File: src/rtl/sts_pkg.sv
// types, token kind codes, scanner mode codes and decode functions for the
// script token scanner; used by the front, queue, back and top rtl files
`default_nettype none

package sts_pkg;

   localparam int NEST_DEPTH = 8;
   localparam int KW_BYTES   = 8;
   localparam int LVL_W      = $clog2(NEST_DEPTH + 1);
   localparam int IDX_W      = (NEST_DEPTH > 1) ? $clog2(NEST_DEPTH) : 1;
   localparam int KW_IDX_W   = $clog2(KW_BYTES);
   localparam int KW_COUNT   = 15;
   localparam int MAX_RES    = 3;

   localparam logic [23:0] LINE_MAX = 24'hFF_FFFF;
   localparam logic [15:0] U16_MAX  = 16'hFFFF;
   localparam logic [62:0] INT_MAX  = 63'h7FFF_FFFF_FFFF_FFFF;

   localparam logic [7:0] OP_NONE  = 8'd255;
   localparam logic [7:0] OP_TWICE = 8'd254;

   // token kinds
   localparam logic [5:0] K_END = 6'd0,  K_ADD_SET = 6'd1, K_INC = 6'd2, K_ADD = 6'd3;
   localparam logic [5:0] K_SUB_SET = 6'd4, K_DECR = 6'd5, K_ARROW = 6'd6, K_SUB = 6'd7;
   localparam logic [5:0] K_MUL_SET = 6'd8, K_MUL = 6'd9, K_DIV_SET = 6'd10, K_DIV = 6'd11;
   localparam logic [5:0] K_POW_SET = 6'd12, K_POW = 6'd13, K_MOD_SET = 6'd14, K_MOD = 6'd15;
   localparam logic [5:0] K_EQ = 6'd16, K_FAT = 6'd17, K_ASSIGN = 6'd18, K_LE = 6'd19;
   localparam logic [5:0] K_SHL_SET = 6'd20, K_SHL = 6'd21, K_LT = 6'd22, K_GE = 6'd23;
   localparam logic [5:0] K_SHR_SET = 6'd24, K_SHR = 6'd25, K_GT = 6'd26, K_LAND = 6'd27;
   localparam logic [5:0] K_AND_SET = 6'd28, K_AND = 6'd29, K_LOR = 6'd30, K_OR_SET = 6'd31;
   localparam logic [5:0] K_OR = 6'd32, K_COALESCE = 6'd33, K_QUERY = 6'd34;
   localparam logic [5:0] K_NOT_SET = 6'd35, K_NOT = 6'd36, K_NEWLINE = 6'd37;
   localparam logic [5:0] K_LPAR = 6'd38, K_RPAR = 6'd39, K_LCURLY = 6'd40;
   localparam logic [5:0] K_RSQUARE = 6'd41, K_RCURLY = 6'd42, K_COLON = 6'd43;
   localparam logic [5:0] K_COMMA = 6'd44, K_STR = 6'd45;
   localparam logic [5:0] K_IF = 6'd46, K_LET = 6'd47, K_DECL = 6'd48, K_ELSE = 6'd49;
   localparam logic [5:0] K_THIS = 6'd50, K_TRUE = 6'd51, K_FALSE = 6'd52, K_NULL = 6'd53;
   localparam logic [5:0] K_FOR = 6'd54, K_CALL = 6'd55, K_JUMP = 6'd56, K_BREAK = 6'd57;
   localparam logic [5:0] K_WHILE = 6'd58, K_MATCHKW = 6'd59, K_RETURN = 6'd60;
   localparam logic [5:0] K_NAME = 6'd61, K_INT = 6'd62, K_REAL = 6'd63;

   // scanner modes
   localparam logic [3:0] M_IDLE = 4'd0, M_COMMENT = 4'd1, M_OP = 4'd2, M_OP2 = 4'd3;
   localparam logic [3:0] M_WORD = 4'd4, M_INT = 4'd5, M_REAL = 4'd6, M_DQ = 4'd7;
   localparam logic [3:0] M_DQ_ESC = 4'd8, M_SQ = 4'd9, M_SQ_ESC = 4'd10;
   localparam logic [3:0] M_SQ_HASH = 4'd11;

   localparam logic ITEM_TOKEN = 1'b0;
   localparam logic ITEM_BYTE  = 1'b1;

   typedef struct packed {
      logic        item_kind;
      logic [5:0]  token_kind;
      logic [23:0] line_number;
      logic [15:0] column_number;
      logic [15:0] token_length;
      logic [62:0] integer_value;
      logic [7:0]  string_byte;
   } result_type;

   typedef struct packed {
      logic [1:0]                 count;
      result_type [MAX_RES-1:0]   res;
   } bundle_type;

   typedef struct packed {
      logic full;
      logic empty;
   } queue_stat_type;

   // keyword text left justified, first character in the top byte
   localparam logic [8*KW_BYTES-1:0] KW_TEXT [2][KW_COUNT] = '{
      '{ {"if", 48'd0}, {"let", 40'd0}, {"dec", 40'd0}, {"else", 32'd0},
         {"this", 32'd0}, {"true", 32'd0}, {"false", 24'd0}, {"null", 32'd0},
         {"for", 40'd0}, {"call", 32'd0}, {"jump", 32'd0}, {"break", 24'd0},
         {"while", 24'd0}, {"match", 24'd0}, {"return", 16'd0} },
      '{ {"si", 48'd0}, {"sino", 32'd0}, {"por", 40'd0}, {"mientras"},
         {"salta", 24'd0}, {"sale", 32'd0}, {"coincide"}, {"deja", 32'd0},
         {"dec", 40'd0}, {"esto", 32'd0}, {"llama", 24'd0}, {"verdad", 16'd0},
         {"falso", 24'd0}, {"nulo", 32'd0}, {"regresa", 8'd0} } };

   localparam logic [KW_IDX_W:0] KW_LEN [2][KW_COUNT] = '{
      '{ 2, 3, 3, 4, 4, 4, 5, 4, 3, 4, 4, 5, 5, 5, 6 },
      '{ 2, 4, 3, 8, 5, 4, 8, 4, 3, 4, 5, 6, 5, 4, 7 } };

   localparam logic [5:0] KW_KIND [2][KW_COUNT] = '{
      '{ K_IF, K_LET, K_DECL, K_ELSE, K_THIS, K_TRUE, K_FALSE, K_NULL, K_FOR,
         K_CALL, K_JUMP, K_BREAK, K_WHILE, K_MATCHKW, K_RETURN },
      '{ K_IF, K_ELSE, K_FOR, K_WHILE, K_JUMP, K_BREAK, K_MATCHKW, K_LET,
         K_DECL, K_THIS, K_CALL, K_TRUE, K_FALSE, K_NULL, K_RETURN } };

   function automatic logic [5:0] kw_kind(input logic lang,
                                          input logic [8*KW_BYTES-1:0] text,
                                          input logic [15:0] len);
      logic [5:0]            kind;
      logic [8*KW_BYTES-1:0] mask;
      kind = K_NAME;
      if (len <= 16'(KW_BYTES)) begin
         for (int i = 0; i < KW_COUNT; i++) begin
            mask = ~({(8*KW_BYTES){1'b1}} >> {KW_LEN[lang][i], 3'b000});
            if (16'(KW_LEN[lang][i]) == len && ((text ^ KW_TEXT[lang][i]) & mask) == '0) begin
               kind = KW_KIND[lang][i];
            end
         end
      end
      return kind;
   endfunction

   function automatic logic is_letter(input logic [7:0] b);
      return (b >= "a" && b <= "z") || (b >= "A" && b <= "Z") || b == "_";
   endfunction

   function automatic logic is_num(input logic [7:0] b);
      return b >= "0" && b <= "9";
   endfunction

   function automatic logic is_op(input logic [7:0] b);
      return b == "+" || b == "-" || b == "*" || b == "/" || b == "^" || b == "%" ||
             b == "=" || b == "<" || b == ">" || b == "&" || b == "|" || b == "?" ||
             b == "~";
   endfunction

   function automatic logic [5:0] op_alone(input logic [7:0] op);
      logic [5:0] k;
      unique case (op)
         "+":     k = K_ADD;
         "-":     k = K_SUB;
         "*":     k = K_MUL;
         "/":     k = K_DIV;
         "^":     k = K_POW;
         "%":     k = K_MOD;
         "=":     k = K_ASSIGN;
         "<":     k = K_LT;
         ">":     k = K_GT;
         "&":     k = K_AND;
         "|":     k = K_OR;
         "?":     k = K_QUERY;
         default: k = K_NOT;
      endcase
      return k;
   endfunction

   // two-byte operator; OP_TWICE marks << and >> that may take a third byte
   function automatic logic [7:0] op_pair(input logic [7:0] op, input logic [7:0] b);
      logic [7:0] k;
      k = OP_NONE;
      unique case (op)
         "+": if (b == "=") k = {2'b00, K_ADD_SET}; else if (b == "+") k = {2'b00, K_INC};
         "-": if (b == "=") k = {2'b00, K_SUB_SET}; else if (b == "-") k = {2'b00, K_DECR};
              else if (b == ">") k = {2'b00, K_ARROW};
         "*": if (b == "=") k = {2'b00, K_MUL_SET};
         "/": if (b == "=") k = {2'b00, K_DIV_SET};
         "^": if (b == "=") k = {2'b00, K_POW_SET};
         "%": if (b == "=") k = {2'b00, K_MOD_SET};
         "~": if (b == "=") k = {2'b00, K_NOT_SET};
         "=": if (b == "=") k = {2'b00, K_EQ}; else if (b == ">") k = {2'b00, K_FAT};
         "<": if (b == "=") k = {2'b00, K_LE}; else if (b == "<") k = OP_TWICE;
         ">": if (b == "=") k = {2'b00, K_GE}; else if (b == ">") k = OP_TWICE;
         "&": if (b == "&") k = {2'b00, K_LAND}; else if (b == "=") k = {2'b00, K_AND_SET};
         "|": if (b == "|") k = {2'b00, K_LOR}; else if (b == "=") k = {2'b00, K_OR_SET};
         "?": if (b == "!") k = {2'b00, K_COALESCE};
         default: k = OP_NONE;
      endcase
      return k;
   endfunction

   function automatic logic [7:0] esc_value(input logic [7:0] b, input logic single);
      logic [7:0] v;
      case (b)
         "n":     v = 8'h0A;
         "r":     v = 8'h0D;
         "f":     v = 8'h0C;
         "t":     v = 8'h09;
         "v":     v = 8'h0B;
         "a":     v = 8'h07;
         "b":     v = 8'h08;
         "\\":    v = "\\";
         "\"":    v = single ? 8'h00 : "\"";
         "'":     v = single ? "'" : 8'h00;
         "#":     v = single ? "#" : 8'h00;
         default: v = 8'h00;
      endcase
      return v;
   endfunction

   function automatic result_type mk_res(input logic item, input logic [5:0] kind,
                                         input logic [23:0] ln, input logic [15:0] col,
                                         input logic [15:0] len, input logic [62:0] val,
                                         input logic [7:0] sb);
      result_type r;
      r.item_kind     = item;
      r.token_kind    = kind;
      r.line_number   = ln;
      r.column_number = col;
      r.token_length  = len;
      r.integer_value = val;
      r.string_byte   = sb;
      return r;
   endfunction

endpackage

`default_nettype wire

File: src/rtl/sts_if.sv
// handshake channels of the script token scanner: text bytes in, results out,
// keyword language register write; payload fields are declared as plain logic
`default_nettype none

interface sts_req_if;
   logic       valid;
   logic       ready;
   logic [7:0] text_byte;
   modport source (output valid, output text_byte, input ready);
   modport sink (input valid, input text_byte, output ready);
endinterface

interface sts_rsp_if;
   logic        valid;
   logic        ready;
   logic        item_kind;
   logic [5:0]  token_kind;
   logic [23:0] line_number;
   logic [15:0] column_number;
   logic [15:0] token_length;
   logic [62:0] integer_value;
   logic [7:0]  string_byte;
   logic        last_of_run;
   modport source (output valid, output item_kind, output token_kind, output line_number,
                   output column_number, output token_length, output integer_value,
                   output string_byte, output last_of_run, input ready);
   modport sink (input valid, input item_kind, input token_kind, input line_number,
                 input column_number, input token_length, input integer_value,
                 input string_byte, input last_of_run, output ready);
endinterface

interface sts_csr_if;
   logic valid;
   logic ready;
   logic keyword_language;
   modport source (output valid, output keyword_language, input ready);
   modport sink (input valid, input keyword_language, output ready);
endinterface

`default_nettype wire

File: src/rtl/sts_front.sv
// front end of the scanner: takes one text byte a beat, runs the lexer state
// and builds the bundle of results it causes; uses sts_pkg and sts_if
`default_nettype none

module sts_front
   import sts_pkg::*;
(
   input  wire logic   clock,
   input  wire logic   reset,
   sts_req_if.sink     req_if,
   sts_csr_if.sink     csr_if,
   output logic        push_valid,
   output bundle_type  push_data,
   input  wire logic   push_ready
);

   logic [3:0]                   mode_ff, mode_in;
   logic [23:0]                  line_ff, line_in;
   logic [15:0]                  col_ff, col_in;
   logic [15:0]                  cnt_ff, cnt_in;
   logic [62:0]                  acc_ff, acc_in;
   logic [LVL_W-1:0]             lvl_ff, lvl_in;
   logic [7:0]                   op_ff, op_in;
   logic [0:KW_BYTES-1][7:0]     wp_ff, wp_in;
   logic [NEST_DEPTH-1:0][7:0]   bd_ff, bd_in;
   logic                         lang_ff;
   logic                         accept;
   bundle_type                   bundle;

   assign req_if.ready = push_ready;
   assign csr_if.ready = 1'b1;
   assign accept       = req_if.valid && push_ready;
   assign push_valid   = accept && (bundle.count != 2'd0);
   assign push_data    = bundle;

   always_comb begin
      logic [3:0]                 m;
      logic [23:0]                ln;
      logic [15:0]                col;
      logic [15:0]                cnt;
      logic [62:0]                acc;
      logic [LVL_W-1:0]           lvl;
      logic [7:0]                 op;
      logic [0:KW_BYTES-1][7:0]   wp;
      logic [NEST_DEPTH-1:0][7:0] bd;
      logic [1:0]                 n;
      result_type [MAX_RES-1:0]   res;
      logic                       rescan;
      logic                       do_begin;
      logic                       do_str;
      logic                       sgl;
      logic [7:0]                 b;
      logic [7:0]                 k;
      logic [66:0]                t;
      logic [IDX_W-1:0]           top;

      m = mode_ff; ln = line_ff; col = col_ff; cnt = cnt_ff; acc = acc_ff;
      lvl = lvl_ff; op = op_ff; wp = wp_ff; bd = bd_ff;
      n = 2'd0; res = '0; rescan = 1'b0; do_begin = 1'b0; do_str = 1'b0;
      sgl = 1'b0; b = req_if.text_byte; k = OP_NONE; t = '0;
      top = IDX_W'(lvl - LVL_W'(1));

      if (b == 8'h00) begin
         // end of text: flush what is pending, then the end token
         unique case (m) inside
            M_OP: begin
               res[n] = mk_res(ITEM_TOKEN, op_alone(op), ln, col, cnt, '0, 8'h00); n++;
            end
            M_OP2: begin
               res[n] = mk_res(ITEM_TOKEN, (op == "<") ? K_SHL : K_SHR, ln, col, cnt, '0,
                               8'h00); n++;
            end
            M_WORD: begin
               res[n] = mk_res(ITEM_TOKEN, kw_kind(lang_ff, wp, cnt), ln, col, cnt, '0,
                               8'h00); n++;
            end
            M_INT: begin
               res[n] = mk_res(ITEM_TOKEN, K_INT, ln, col, cnt, acc, 8'h00); n++;
            end
            M_REAL: begin
               res[n] = mk_res(ITEM_TOKEN, K_REAL, ln, col, cnt, '0, 8'h00); n++;
            end
            M_SQ_HASH: begin
               res[n] = mk_res(ITEM_BYTE, K_END, ln, col, '0, '0, "#"); n++;
               res[n] = mk_res(ITEM_TOKEN, K_END, ln, col, cnt, '0, 8'h00); n++;
            end
            M_DQ, M_DQ_ESC, M_SQ, M_SQ_ESC: begin
               res[n] = mk_res(ITEM_TOKEN, K_END, ln, col, cnt, '0, 8'h00); n++;
            end
            default: ;
         endcase
         res[n] = mk_res(ITEM_TOKEN, K_END, ln, col, '0, '0, 8'h00); n++;
         m = M_IDLE; ln = 24'd1; col = '0; cnt = '0; acc = '0; lvl = '0; op = 8'h00;
      end else begin
         unique case (m) inside
            M_COMMENT: begin
               if (b == "\n") begin
                  m = M_IDLE; rescan = 1'b1;
               end else if (col != U16_MAX) col++;
            end
            M_OP: begin
               k = op_pair(op, b);
               if (k == OP_NONE) begin
                  res[n] = mk_res(ITEM_TOKEN, op_alone(op), ln, col, cnt, '0, 8'h00); n++;
                  m = M_IDLE; rescan = 1'b1;
               end else begin
                  if (cnt != U16_MAX) cnt++;
                  if (col != U16_MAX) col++;
                  if (k == OP_TWICE) m = M_OP2;
                  else begin
                     res[n] = mk_res(ITEM_TOKEN, k[5:0], ln, col, cnt, '0, 8'h00); n++;
                     m = M_IDLE;
                  end
               end
            end
            M_OP2: begin
               m = M_IDLE;
               if (b == "=") begin
                  if (cnt != U16_MAX) cnt++;
                  if (col != U16_MAX) col++;
                  res[n] = mk_res(ITEM_TOKEN, (op == "<") ? K_SHL_SET : K_SHR_SET, ln, col,
                                  cnt, '0, 8'h00); n++;
               end else begin
                  res[n] = mk_res(ITEM_TOKEN, (op == "<") ? K_SHL : K_SHR, ln, col, cnt,
                                  '0, 8'h00); n++;
                  rescan = 1'b1;
               end
            end
            M_WORD: begin
               if (is_letter(b) || is_num(b)) begin
                  if (cnt < 16'(KW_BYTES)) wp[cnt[KW_IDX_W-1:0]] = b;
                  if (cnt != U16_MAX) cnt++;
                  if (col != U16_MAX) col++;
               end else begin
                  res[n] = mk_res(ITEM_TOKEN, kw_kind(lang_ff, wp, cnt), ln, col, cnt, '0,
                                  8'h00); n++;
                  m = M_IDLE; rescan = 1'b1;
               end
            end
            M_INT: begin
               if (is_num(b)) begin
                  // acc * 10 + digit, saturated
                  t = {1'b0, acc, 3'b000} + {3'b000, acc, 1'b0} + {63'd0, b[3:0]};
                  acc = (t > {4'd0, INT_MAX}) ? INT_MAX : t[62:0];
                  if (cnt != U16_MAX) cnt++;
                  if (col != U16_MAX) col++;
               end else if (b == ".") begin
                  if (cnt != U16_MAX) cnt++;
                  if (col != U16_MAX) col++;
                  m = M_REAL;
               end else begin
                  res[n] = mk_res(ITEM_TOKEN, K_INT, ln, col, cnt, acc, 8'h00); n++;
                  m = M_IDLE; rescan = 1'b1;
               end
            end
            M_REAL: begin
               if (is_num(b)) begin
                  if (cnt != U16_MAX) cnt++;
                  if (col != U16_MAX) col++;
               end else begin
                  res[n] = mk_res(ITEM_TOKEN, K_REAL, ln, col, cnt, '0, 8'h00); n++;
                  m = M_IDLE; rescan = 1'b1;
               end
            end
            M_DQ, M_SQ: begin
               do_str = 1'b1; sgl = (m == M_SQ);
            end
            M_DQ_ESC, M_SQ_ESC: begin
               sgl = (m == M_SQ_ESC);
               if (cnt != U16_MAX) cnt++;
               if (b == "\n") begin
                  if (ln != LINE_MAX) ln++;
                  col = '0;
               end else begin
                  res[n] = mk_res(ITEM_BYTE, K_END, ln, col, '0, '0, esc_value(b, sgl)); n++;
               end
               m = sgl ? M_SQ : M_DQ;
            end
            M_SQ_HASH: begin
               if (b == "{") begin
                  if (cnt != U16_MAX) cnt++;
                  if (col != U16_MAX) col++;
                  if (lvl < LVL_W'(NEST_DEPTH)) begin
                     bd[IDX_W'(lvl)] = 8'd1;
                     lvl++;
                  end
                  res[n] = mk_res(ITEM_TOKEN, K_STR, ln, col, cnt, '0, "{"); n++;
                  m = M_IDLE;
               end else begin
                  res[n] = mk_res(ITEM_BYTE, K_END, ln, col, '0, '0, "#"); n++;
                  m = M_SQ; rescan = 1'b1;
               end
            end
            default: begin
               m = M_IDLE; do_begin = 1'b1;
            end
         endcase

         // second look at the same byte in the mode the first pass left
         if (rescan) begin
            if (m == M_SQ) begin
               do_str = 1'b1; sgl = 1'b1;
            end else do_begin = 1'b1;
         end

         if (do_str) begin
            if (cnt != U16_MAX) cnt++;
            if (b == (sgl ? "'" : "\"")) begin
               res[n] = mk_res(ITEM_TOKEN, K_STR, ln, col, cnt, '0, b); n++;
               m = M_IDLE;
            end else if (b == "\\") begin
               m = sgl ? M_SQ_ESC : M_DQ_ESC;
            end else if (sgl && b == "#") begin
               m = M_SQ_HASH;
            end else begin
               if (b == "\n") begin
                  if (ln != LINE_MAX) ln++;
                  col = '0;
               end
               res[n] = mk_res(ITEM_BYTE, K_END, ln, col, '0, '0, b); n++;
            end
         end

         if (do_begin) begin
            if (b == " " || b == "\t") begin
               if (col != U16_MAX) col++;
            end else if (b == ";") begin
               if (col != U16_MAX) col++;
               m = M_COMMENT;
            end else begin
               cnt = 16'd1;
               if (col != U16_MAX) col++;
               if (is_op(b)) begin
                  op = b; m = M_OP;
               end else if (b == "\n") begin
                  if (ln != LINE_MAX) ln++;
                  col = '0;
                  res[n] = mk_res(ITEM_TOKEN, K_NEWLINE, ln, col, cnt, '0, 8'h00); n++;
               end else if (b == "(") begin
                  res[n] = mk_res(ITEM_TOKEN, K_LPAR, ln, col, cnt, '0, 8'h00); n++;
               end else if (b == ")") begin
                  res[n] = mk_res(ITEM_TOKEN, K_RPAR, ln, col, cnt, '0, 8'h00); n++;
               end else if (b == "[") begin
                  res[n] = mk_res(ITEM_TOKEN, K_LCURLY, ln, col, cnt, '0, 8'h00); n++;
               end else if (b == "]") begin
                  res[n] = mk_res(ITEM_TOKEN, K_RSQUARE, ln, col, cnt, '0, 8'h00); n++;
               end else if (b == ":") begin
                  res[n] = mk_res(ITEM_TOKEN, K_COLON, ln, col, cnt, '0, 8'h00); n++;
               end else if (b == ",") begin
                  res[n] = mk_res(ITEM_TOKEN, K_COMMA, ln, col, cnt, '0, 8'h00); n++;
               end else if (b == "{") begin
                  if (lvl != '0) bd[top] = bd[top] + 8'd1;
                  res[n] = mk_res(ITEM_TOKEN, K_LCURLY, ln, col, cnt, '0, 8'h00); n++;
               end else if (b == "}") begin
                  // closing the interpolation resumes the single-quoted string
                  if (lvl != '0 && bd[top] == 8'd1) begin
                     bd[top] = 8'd0;
                     lvl--;
                     m = M_SQ;
                  end else begin
                     if (lvl != '0) bd[top] = bd[top] - 8'd1;
                     res[n] = mk_res(ITEM_TOKEN, K_RCURLY, ln, col, cnt, '0, 8'h00); n++;
                  end
               end else if (b == "\"") begin
                  m = M_DQ;
               end else if (b == "'") begin
                  m = M_SQ;
               end else if (is_letter(b)) begin
                  wp[0] = b; m = M_WORD;
               end else if (is_num(b)) begin
                  acc = {59'd0, b[3:0]}; m = M_INT;
               end else begin
                  res[n] = mk_res(ITEM_TOKEN, K_END, ln, col, cnt, '0, 8'h00); n++;
               end
            end
         end
      end

      mode_in = m; line_in = ln; col_in = col; cnt_in = cnt; acc_in = acc;
      lvl_in = lvl; op_in = op; wp_in = wp; bd_in = bd;
      bundle.count = n;
      bundle.res   = res;
   end

   always_ff @(posedge clock) begin
      if (reset) begin
         mode_ff <= M_IDLE;
         line_ff <= 24'd1;
         col_ff  <= '0;
         cnt_ff  <= '0;
         acc_ff  <= '0;
         lvl_ff  <= '0;
         op_ff   <= 8'h00;
         lang_ff <= 1'b0;
      end else begin
         if (accept) begin
            mode_ff <= mode_in;
            line_ff <= line_in;
            col_ff  <= col_in;
            cnt_ff  <= cnt_in;
            acc_ff  <= acc_in;
            lvl_ff  <= lvl_in;
            op_ff   <= op_in;
         end
         if (csr_if.valid) lang_ff <= csr_if.keyword_language;
      end
   end

   always_ff @(posedge clock) begin
      if (accept) begin
         wp_ff <= wp_in;
         bd_ff <= bd_in;
      end
   end

endmodule

`default_nettype wire

File: src/rtl/sts_queue.sv
// two-entry bundle queue between the scanner front and the output side;
// uses bundle_type from sts_pkg
`default_nettype none

module sts_queue
   import sts_pkg::*;
(
   input  wire logic      clock,
   input  wire logic      reset,
   input  wire logic      push_valid,
   input  bundle_type     push_data,
   output logic           push_ready,
   output logic           pop_valid,
   output bundle_type     pop_data,
   input  wire logic      pop_ready,
   output queue_stat_type stat
);

   bundle_type mem_ff [2];
   logic       wr_ff, wr_in;
   logic       rd_ff, rd_in;
   logic [1:0] count_ff, count_in;
   logic       do_push, do_pop;

   assign push_ready = (count_ff != 2'd2);
   assign pop_valid  = (count_ff != 2'd0);
   assign pop_data   = mem_ff[rd_ff];
   assign do_push    = push_valid && push_ready;
   assign do_pop     = pop_valid && pop_ready;
   assign stat.full  = (count_ff == 2'd2);
   assign stat.empty = (count_ff == 2'd0);

   always_comb begin
      wr_in    = do_push ? ~wr_ff : wr_ff;
      rd_in    = do_pop ? ~rd_ff : rd_ff;
      count_in = count_ff + {1'b0, do_push} - {1'b0, do_pop};
   end

   always_ff @(posedge clock) begin
      if (reset) begin
         wr_ff    <= 1'b0;
         rd_ff    <= 1'b0;
         count_ff <= 2'd0;
      end else begin
         wr_ff    <= wr_in;
         rd_ff    <= rd_in;
         count_ff <= count_in;
      end
   end

   always_ff @(posedge clock) begin
      if (do_push) mem_ff[wr_ff] <= push_data;
   end

endmodule

`default_nettype wire

File: src/rtl/sts_back.sv
// output side: holds one bundle in a register and hands its results out one
// beat at a time; uses sts_pkg and sts_rsp_if
`default_nettype none

module sts_back
   import sts_pkg::*;
(
   input  wire logic  clock,
   input  wire logic  reset,
   input  wire logic  pop_valid,
   input  bundle_type pop_data,
   output logic       pop_ready,
   sts_rsp_if.source  rsp_if
);

   bundle_type cur_ff;
   logic       cur_valid_ff;
   logic [1:0] idx_ff;
   logic       last;
   logic       load;
   result_type r;

   assign last      = (idx_ff == cur_ff.count - 2'd1);
   assign load      = !cur_valid_ff || (rsp_if.ready && last);
   assign pop_ready = load;
   assign r         = cur_ff.res[idx_ff];

   assign rsp_if.valid         = cur_valid_ff;
   assign rsp_if.item_kind     = r.item_kind;
   assign rsp_if.token_kind    = r.token_kind;
   assign rsp_if.line_number   = r.line_number;
   assign rsp_if.column_number = r.column_number;
   assign rsp_if.token_length  = r.token_length;
   assign rsp_if.integer_value = r.integer_value;
   assign rsp_if.string_byte   = r.string_byte;
   assign rsp_if.last_of_run   = last;

   always_ff @(posedge clock) begin
      if (reset) begin
         cur_valid_ff <= 1'b0;
         idx_ff       <= 2'd0;
      end else if (load) begin
         cur_valid_ff <= pop_valid;
         idx_ff       <= 2'd0;
      end else if (rsp_if.ready) begin
         idx_ff <= idx_ff + 2'd1;
      end
   end

   always_ff @(posedge clock) begin
      if (load) cur_ff <= pop_data;
   end

endmodule

`default_nettype wire

File: src/rtl/script_token_scanner.sv
// Script token scanner: takes one source byte per beat and returns tokens and
// decoded string bytes; a byte is taken every cycle while the two-entry result
// queue has room, and each byte's results (up to three) leave the output register
// one per cycle while the receiver is ready; the sustained rate is one byte per
// cycle when bytes cause at most one result each, else set by the output beats.
// A zero byte ends the text and resets all scanner state but the keyword language.
`default_nettype none

module script_token_scanner
   import sts_pkg::*;
(
   input  wire logic clock,
   input  wire logic reset,
   sts_req_if.sink   req_if,
   sts_csr_if.sink   csr_if,
   sts_rsp_if.source rsp_if
);

   logic           push_valid, push_ready;
   bundle_type     push_data;
   logic           pop_valid, pop_ready;
   bundle_type     pop_data;
   queue_stat_type q_stat;

   sts_front u_front (
      .clock      (clock),
      .reset      (reset),
      .req_if     (req_if),
      .csr_if     (csr_if),
      .push_valid (push_valid),
      .push_data  (push_data),
      .push_ready (push_ready)
   );

   sts_queue u_queue (
      .clock      (clock),
      .reset      (reset),
      .push_valid (push_valid),
      .push_data  (push_data),
      .push_ready (push_ready),
      .pop_valid  (pop_valid),
      .pop_data   (pop_data),
      .pop_ready  (pop_ready),
      .stat       (q_stat)
   );

   sts_back u_back (
      .clock     (clock),
      .reset     (reset),
      .pop_valid (pop_valid),
      .pop_data  (pop_data),
      .pop_ready (pop_ready),
      .rsp_if    (rsp_if)
   );

`ifndef SYNTHESIS
   a_reset_idle: assert property (@(posedge clock) reset |=> !rsp_if.valid)
      else $error("result valid right after reset");
   a_queue_stat: assert property (@(posedge clock) disable iff (reset)
      !(q_stat.full && q_stat.empty))
      else $error("queue full and empty at once");
   a_run_continues: assert property (@(posedge clock) disable iff (reset)
      (rsp_if.valid && rsp_if.ready && !rsp_if.last_of_run) |=> rsp_if.valid)
      else $error("result run broken off");
   a_byte_kind: assert property (@(posedge clock) disable iff (reset)
      (rsp_if.valid && rsp_if.item_kind == ITEM_BYTE) |-> rsp_if.token_kind == K_END)
      else $error("string byte carries a token kind");
`endif

endmodule

`default_nettype wire

File: src/flat_wrapper.sv
// flat-port wrapper written by rule: the top's interface ports become plain ports
module script_token_scanner_flat import sts_pkg::*;
  (clock, reset, req_if_valid, req_if_text_byte, req_if_ready, csr_if_valid, csr_if_keyword_language, csr_if_ready, rsp_if_valid, rsp_if_item_kind, rsp_if_token_kind, rsp_if_line_number, rsp_if_column_number, rsp_if_token_length, rsp_if_integer_value, rsp_if_string_byte, rsp_if_last_of_run, rsp_if_ready);
  sts_req_if req_if_i ();
  sts_csr_if csr_if_i ();
  sts_rsp_if rsp_if_i ();
  input  wire logic clock;
  input  wire logic reset;
  input wire logic [$bits(req_if_i.valid)-1:0] req_if_valid;
  input wire logic [$bits(req_if_i.text_byte)-1:0] req_if_text_byte;
  output wire logic [$bits(req_if_i.ready)-1:0] req_if_ready;
  input wire logic [$bits(csr_if_i.valid)-1:0] csr_if_valid;
  input wire logic [$bits(csr_if_i.keyword_language)-1:0] csr_if_keyword_language;
  output wire logic [$bits(csr_if_i.ready)-1:0] csr_if_ready;
  output wire logic [$bits(rsp_if_i.valid)-1:0] rsp_if_valid;
  output wire logic [$bits(rsp_if_i.item_kind)-1:0] rsp_if_item_kind;
  output wire logic [$bits(rsp_if_i.token_kind)-1:0] rsp_if_token_kind;
  output wire logic [$bits(rsp_if_i.line_number)-1:0] rsp_if_line_number;
  output wire logic [$bits(rsp_if_i.column_number)-1:0] rsp_if_column_number;
  output wire logic [$bits(rsp_if_i.token_length)-1:0] rsp_if_token_length;
  output wire logic [$bits(rsp_if_i.integer_value)-1:0] rsp_if_integer_value;
  output wire logic [$bits(rsp_if_i.string_byte)-1:0] rsp_if_string_byte;
  output wire logic [$bits(rsp_if_i.last_of_run)-1:0] rsp_if_last_of_run;
  input wire logic [$bits(rsp_if_i.ready)-1:0] rsp_if_ready;
  assign req_if_i.valid = req_if_valid;
  assign req_if_i.text_byte = req_if_text_byte;
  assign req_if_ready = req_if_i.ready;
  assign csr_if_i.valid = csr_if_valid;
  assign csr_if_i.keyword_language = csr_if_keyword_language;
  assign csr_if_ready = csr_if_i.ready;
  assign rsp_if_valid = rsp_if_i.valid;
  assign rsp_if_item_kind = rsp_if_i.item_kind;
  assign rsp_if_token_kind = rsp_if_i.token_kind;
  assign rsp_if_line_number = rsp_if_i.line_number;
  assign rsp_if_column_number = rsp_if_i.column_number;
  assign rsp_if_token_length = rsp_if_i.token_length;
  assign rsp_if_integer_value = rsp_if_i.integer_value;
  assign rsp_if_string_byte = rsp_if_i.string_byte;
  assign rsp_if_last_of_run = rsp_if_i.last_of_run;
  assign rsp_if_i.ready = rsp_if_ready;
  script_token_scanner u_core (.clock(clock), .reset(reset), .req_if(req_if_i), .csr_if(csr_if_i), .rsp_if(rsp_if_i));
endmodule
File: config.mk
export PLATFORM = sky130hd
export DESIGN_NAME = script_token_scanner_flat
export DESIGN_NICKNAME = d
export VERILOG_FILES = /design/src/rtl/sts_pkg.sv /design/src/rtl/sts_if.sv /design/src/rtl/sts_front.sv /design/src/rtl/sts_queue.sv /design/src/rtl/sts_back.sv /design/src/rtl/script_token_scanner.sv /design/src/flat_wrapper.sv
export SDC_FILE = /design/constraint.sdc
export NUM_CORES = 2
export LEC_CHECK = 0
export BUFFER_PORTS_ARGS = -buffer_cell sky130_fd_sc_hd__buf_2
export CAP_MARGIN = 20
export CORE_MARGIN = 3
export CORE_UTILIZATION = 59
export DETAILED_ROUTE_END_ITERATION = 8
export PLACE_DENSITY_LB_ADDON = 0.25
export SETUP_SLACK_MARGIN = 0.5
export SKIP_CTS_REPAIR_TIMING = 1
export SLEW_MARGIN = 20
export SYNTH_ARGS = -nofsm -noshare
export SYNTH_HDL_FRONTEND = slang
export SYNTH_HIERARCHICAL = 1
export SYNTH_SLANG_ARGS = --single-unit
File: constraint.sdc
create_clock -name clock -period 15.05 [get_ports clock]
set_input_delay 0.7525 -clock clock [delete_from_list [all_inputs] [get_ports clock]]
set_output_delay 0.7525 -clock clock [all_outputs]
set_load 0.01 [all_outputs]
==> flow_summary.json <==
{
  "status": "complete, no violations",
  "dpl.cell_count": 8433,
  "slowest_delay_ns": 0.91,
  "ff2ff_setup_slack_ns": 5.64,
  "dp_hpwl_um": 174000,
  "worstHoldEndpoint": "u_core/u_front/lang_ff",
  "synth_area_um2": 78100,
  "combPwrFrac_pct": 19.4,
  "power_switching_mw": 3.43,
  "switching_share_pct": 28.6,
  "cp_num_buf_inv": 6,
  "hold_depth": 3,
  "criticalPathCategory": "reg2reg",
  "power_leakage_nw": 30.2,
  "clkPwrFrac_pct": 30.9,
  "drv_cap": 0,
  "mostFrequentLayoutCells": "1340 x edfxtp_1, 721 x nand2_1, 471 x o21ai_0",
  "grt_pass1_vias": 55768,
  "cts_buffers": 149,
  "die_width_um": 370,
  "htreeDepth": 4,
  "drt_iter0_drc": 8748,
  "wl_met2_um": 110000,
  "die_h_um": 370,
  "pre_cts_slack_ns": 5.67,
  "finalCritPeriodShare_pct": 62.5,
  "min_path_type": "in2reg",
  "fin_ws_ns": 5.64,
  "rsz0062_at_grt": "false",
  "grt_max_degree": 161,
  "clock_sinks": 1484,
  "wl_per_cell_um": 28.5,
  "drtAntennaViolNets": 0,
  "hold_viol": 0,
  "critPathSlowestCell": "dfxtp_1",
  "slew_headroom_pct": 11.1,
  "dr_total_vias": 58542,
  "final_max_slew_viol_count": 0,
  "route.detailed.drc": 0,
  "worstMarginPinSlew_ns": 1.32,
  "mostFrequentLayoutCell": "edfxtp_1",
  "grt_usage_pct": 35.5,
  "via_per_inst": 6.72,
  "worstRegToRegCells": 19,
  "gp_congestion": 1.04,
  "regToRegEndpoint": "u_core/u_queue/mem_ff[0][196]",
  "start_util_pct": 59.9,
  "setup_viol": 0,
  "path_max_fanout": 131,
  "cp_cell_sequence": "inv_1 -> ha_1 -> xor2_4 -> mux4_2 -> mux2i_1 -> nand4_1 -> nor4b_2 -> buf_4 -> nand2b_1 -> nand2b_1 -> nand2_1 -> xnor2_1 -> a21oi_1 -> o21a_1 -> inv_1 -> or3_1 -> clkinvlp_4 -> buf_4 -> buf_12",
  "drive_gt1_share_pct": 15.2,
  "path_clk_slew_ns": 0.07,
  "startpoint_type": "register",
  "grt_pass1_wl_um": 362000,
  "wl_met3_um": 28500,
  "final_cells": 8714,
  "synth_warnings": 6,
  "hold_ws_ns": 0.196,
  "postSynthCellCount": 6805,
  "io_pins": 152,
  "worstPathRequired_ns": 15.46,
  "clock-root-buffer": "clkbuf_16",
  "fin_setup_tns_ns": 0,
  "area_growth_pct": 8.42,
  "finClkSkew_ns": 0.0533,
  "layout.nets": 7034,
  "syn_area_per_cell_um2": 11.5,
  "totalWireLength_um": 248000,
  "place_area_um2": 79700,
  "antenna_found_initial": 15,
  "max-vdd-ir-drop_v": 0.000135,
  "clock_path_buffers": 3,
  "period_needed_ns": 9.41,
  "grt_remaining_overflow": 0,
  "clock_latency_ns": 0.79,
  "p_int_mw": 8.54,
  "p_per_area_nw_per_um2": 141,
  "port_buffers": 150,
  "cts_tree": "done",
  "stdcell_area_um2": 84700,
  "floorplan.die_area_um2": 137000,
  "firstDrtPassIters": 7,
  "worst_setup_path_end_kind": "register",
  "clock.fmax_mhz": 106,
  "highest_layer": "met5",
  "met1_length_um": 96700,
  "core-area_um2": 130000,
  "worstReg2RegStart": "u_core/u_front/lvl_ff[0]",
  "arrival_ns": 9.82,
  "placementRows": 132,
  "path_delay_family": "buffers and inverters",
  "power_frac_seq_pct": 49.7,
  "hold_path.startpoint": "csr_if_keyword_language"
}
-- power groups by stage --
stage / logic [mW] / clock network (mW) / registers, mW
after floorplan: 1.52 / 0 / 6.13
after global placement: 2.27 / 0 / 5.99
after detailed placement: 2.30 / 0 / 6.03
after CTS: 2.31 / 3.76 / 5.96
after global routing: 2.47 / 3.92 / 6.03
final: 2.32 / 3.69 / 5.95
-- flip-flops by register name, summed over array words and instances (netlist names), named ones only --
signal / flops
u_core/u_queue/mem_ff: 808
u_core/u_back/cur_ff: 404
u_core/u_front/bd_ff: 64
u_core/u_front/acc_ff: 63
u_core/u_front/line_ff: 24
u_core/u_front/cnt_ff: 16
u_core/u_front/col_ff: 16
u_core/u_front/op_ff: 8
u_core/u_front/wp_ff: 8
u_core/u_front/lvl_ff: 4
u_core/u_front/mode_ff: 4
u_core/u_back/idx_ff: 2
u_core/u_queue/count_ff: 2
u_core/u_back/rsp_if.valid: 1
u_core/u_front/lang_ff: 1
u_core/u_queue/rd_ff: 1
u_core/u_queue/wr_ff: 1
-- worst min-delay path: stages --
cell	delay [ns]
buf_2	0.07
mux2i_1	0.05
nor2_1	0.08
-- worst max-delay path by stage --
stage,from,endpoint,slack [ns],cells past startpoint
3_3_place_gp,req_if_text_byte[5],u_core/u_queue/mem_ff[0][60],5.91,22
3_5_place_dp,req_if_text_byte[5],u_core/u_queue/mem_ff[0][329],5.67,22
5_1_grt,u_core/u_front/lvl_ff[0],u_core/u_queue/mem_ff[0][356],5.38,19
4_1_cts,u_core/u_front/lvl_ff[0],u_core/u_queue/mem_ff[0][270],5.95,19
6_report,u_core/u_front/lvl_ff[0],u_core/u_queue/mem_ff[0][196],5.64,19
2_1_floorplan,req_if_text_byte[4],u_core/u_queue/mem_ff[0][0],3.09,22
-- per-layer routing --
layer | global-route usage, % | up-vias
li1 | - | 25565
met3 | 9.55 | 862
met5 | 0 | -
met2 | 54.0 | 3558
met1 | 47.8 | 28551
met4 | 16.4 | 6
-- metrics by stage --
stage | util [%] | power [mW]
global placement | 61.1 | 8.26
floorplan | - | 7.65
CTS | 64.9 | 12.0
detailed placement | 61.1 | 8.33
global route | 64.9 | 12.4
finish | 64.9 | 12.0
-- final cells by class --
| cell class | instances | area (µm²) |
|---|---|---|
| fillers | 9859 | 45700 |
| clock inverters | 76 | 933 |
| clock buffers | 198 | 4000 |
| well taps | 1742 | 2180 |
| diodes | 7 | 17.5 |
| flip-flops and latches | 1484 | 43100 |
| repair buffers | 296 | 1900 |
| inverters | 87 | 330 |
| multi-input cells | 4824 | 32200 |
No activity file was read; power rests on OpenSTA's default activity.
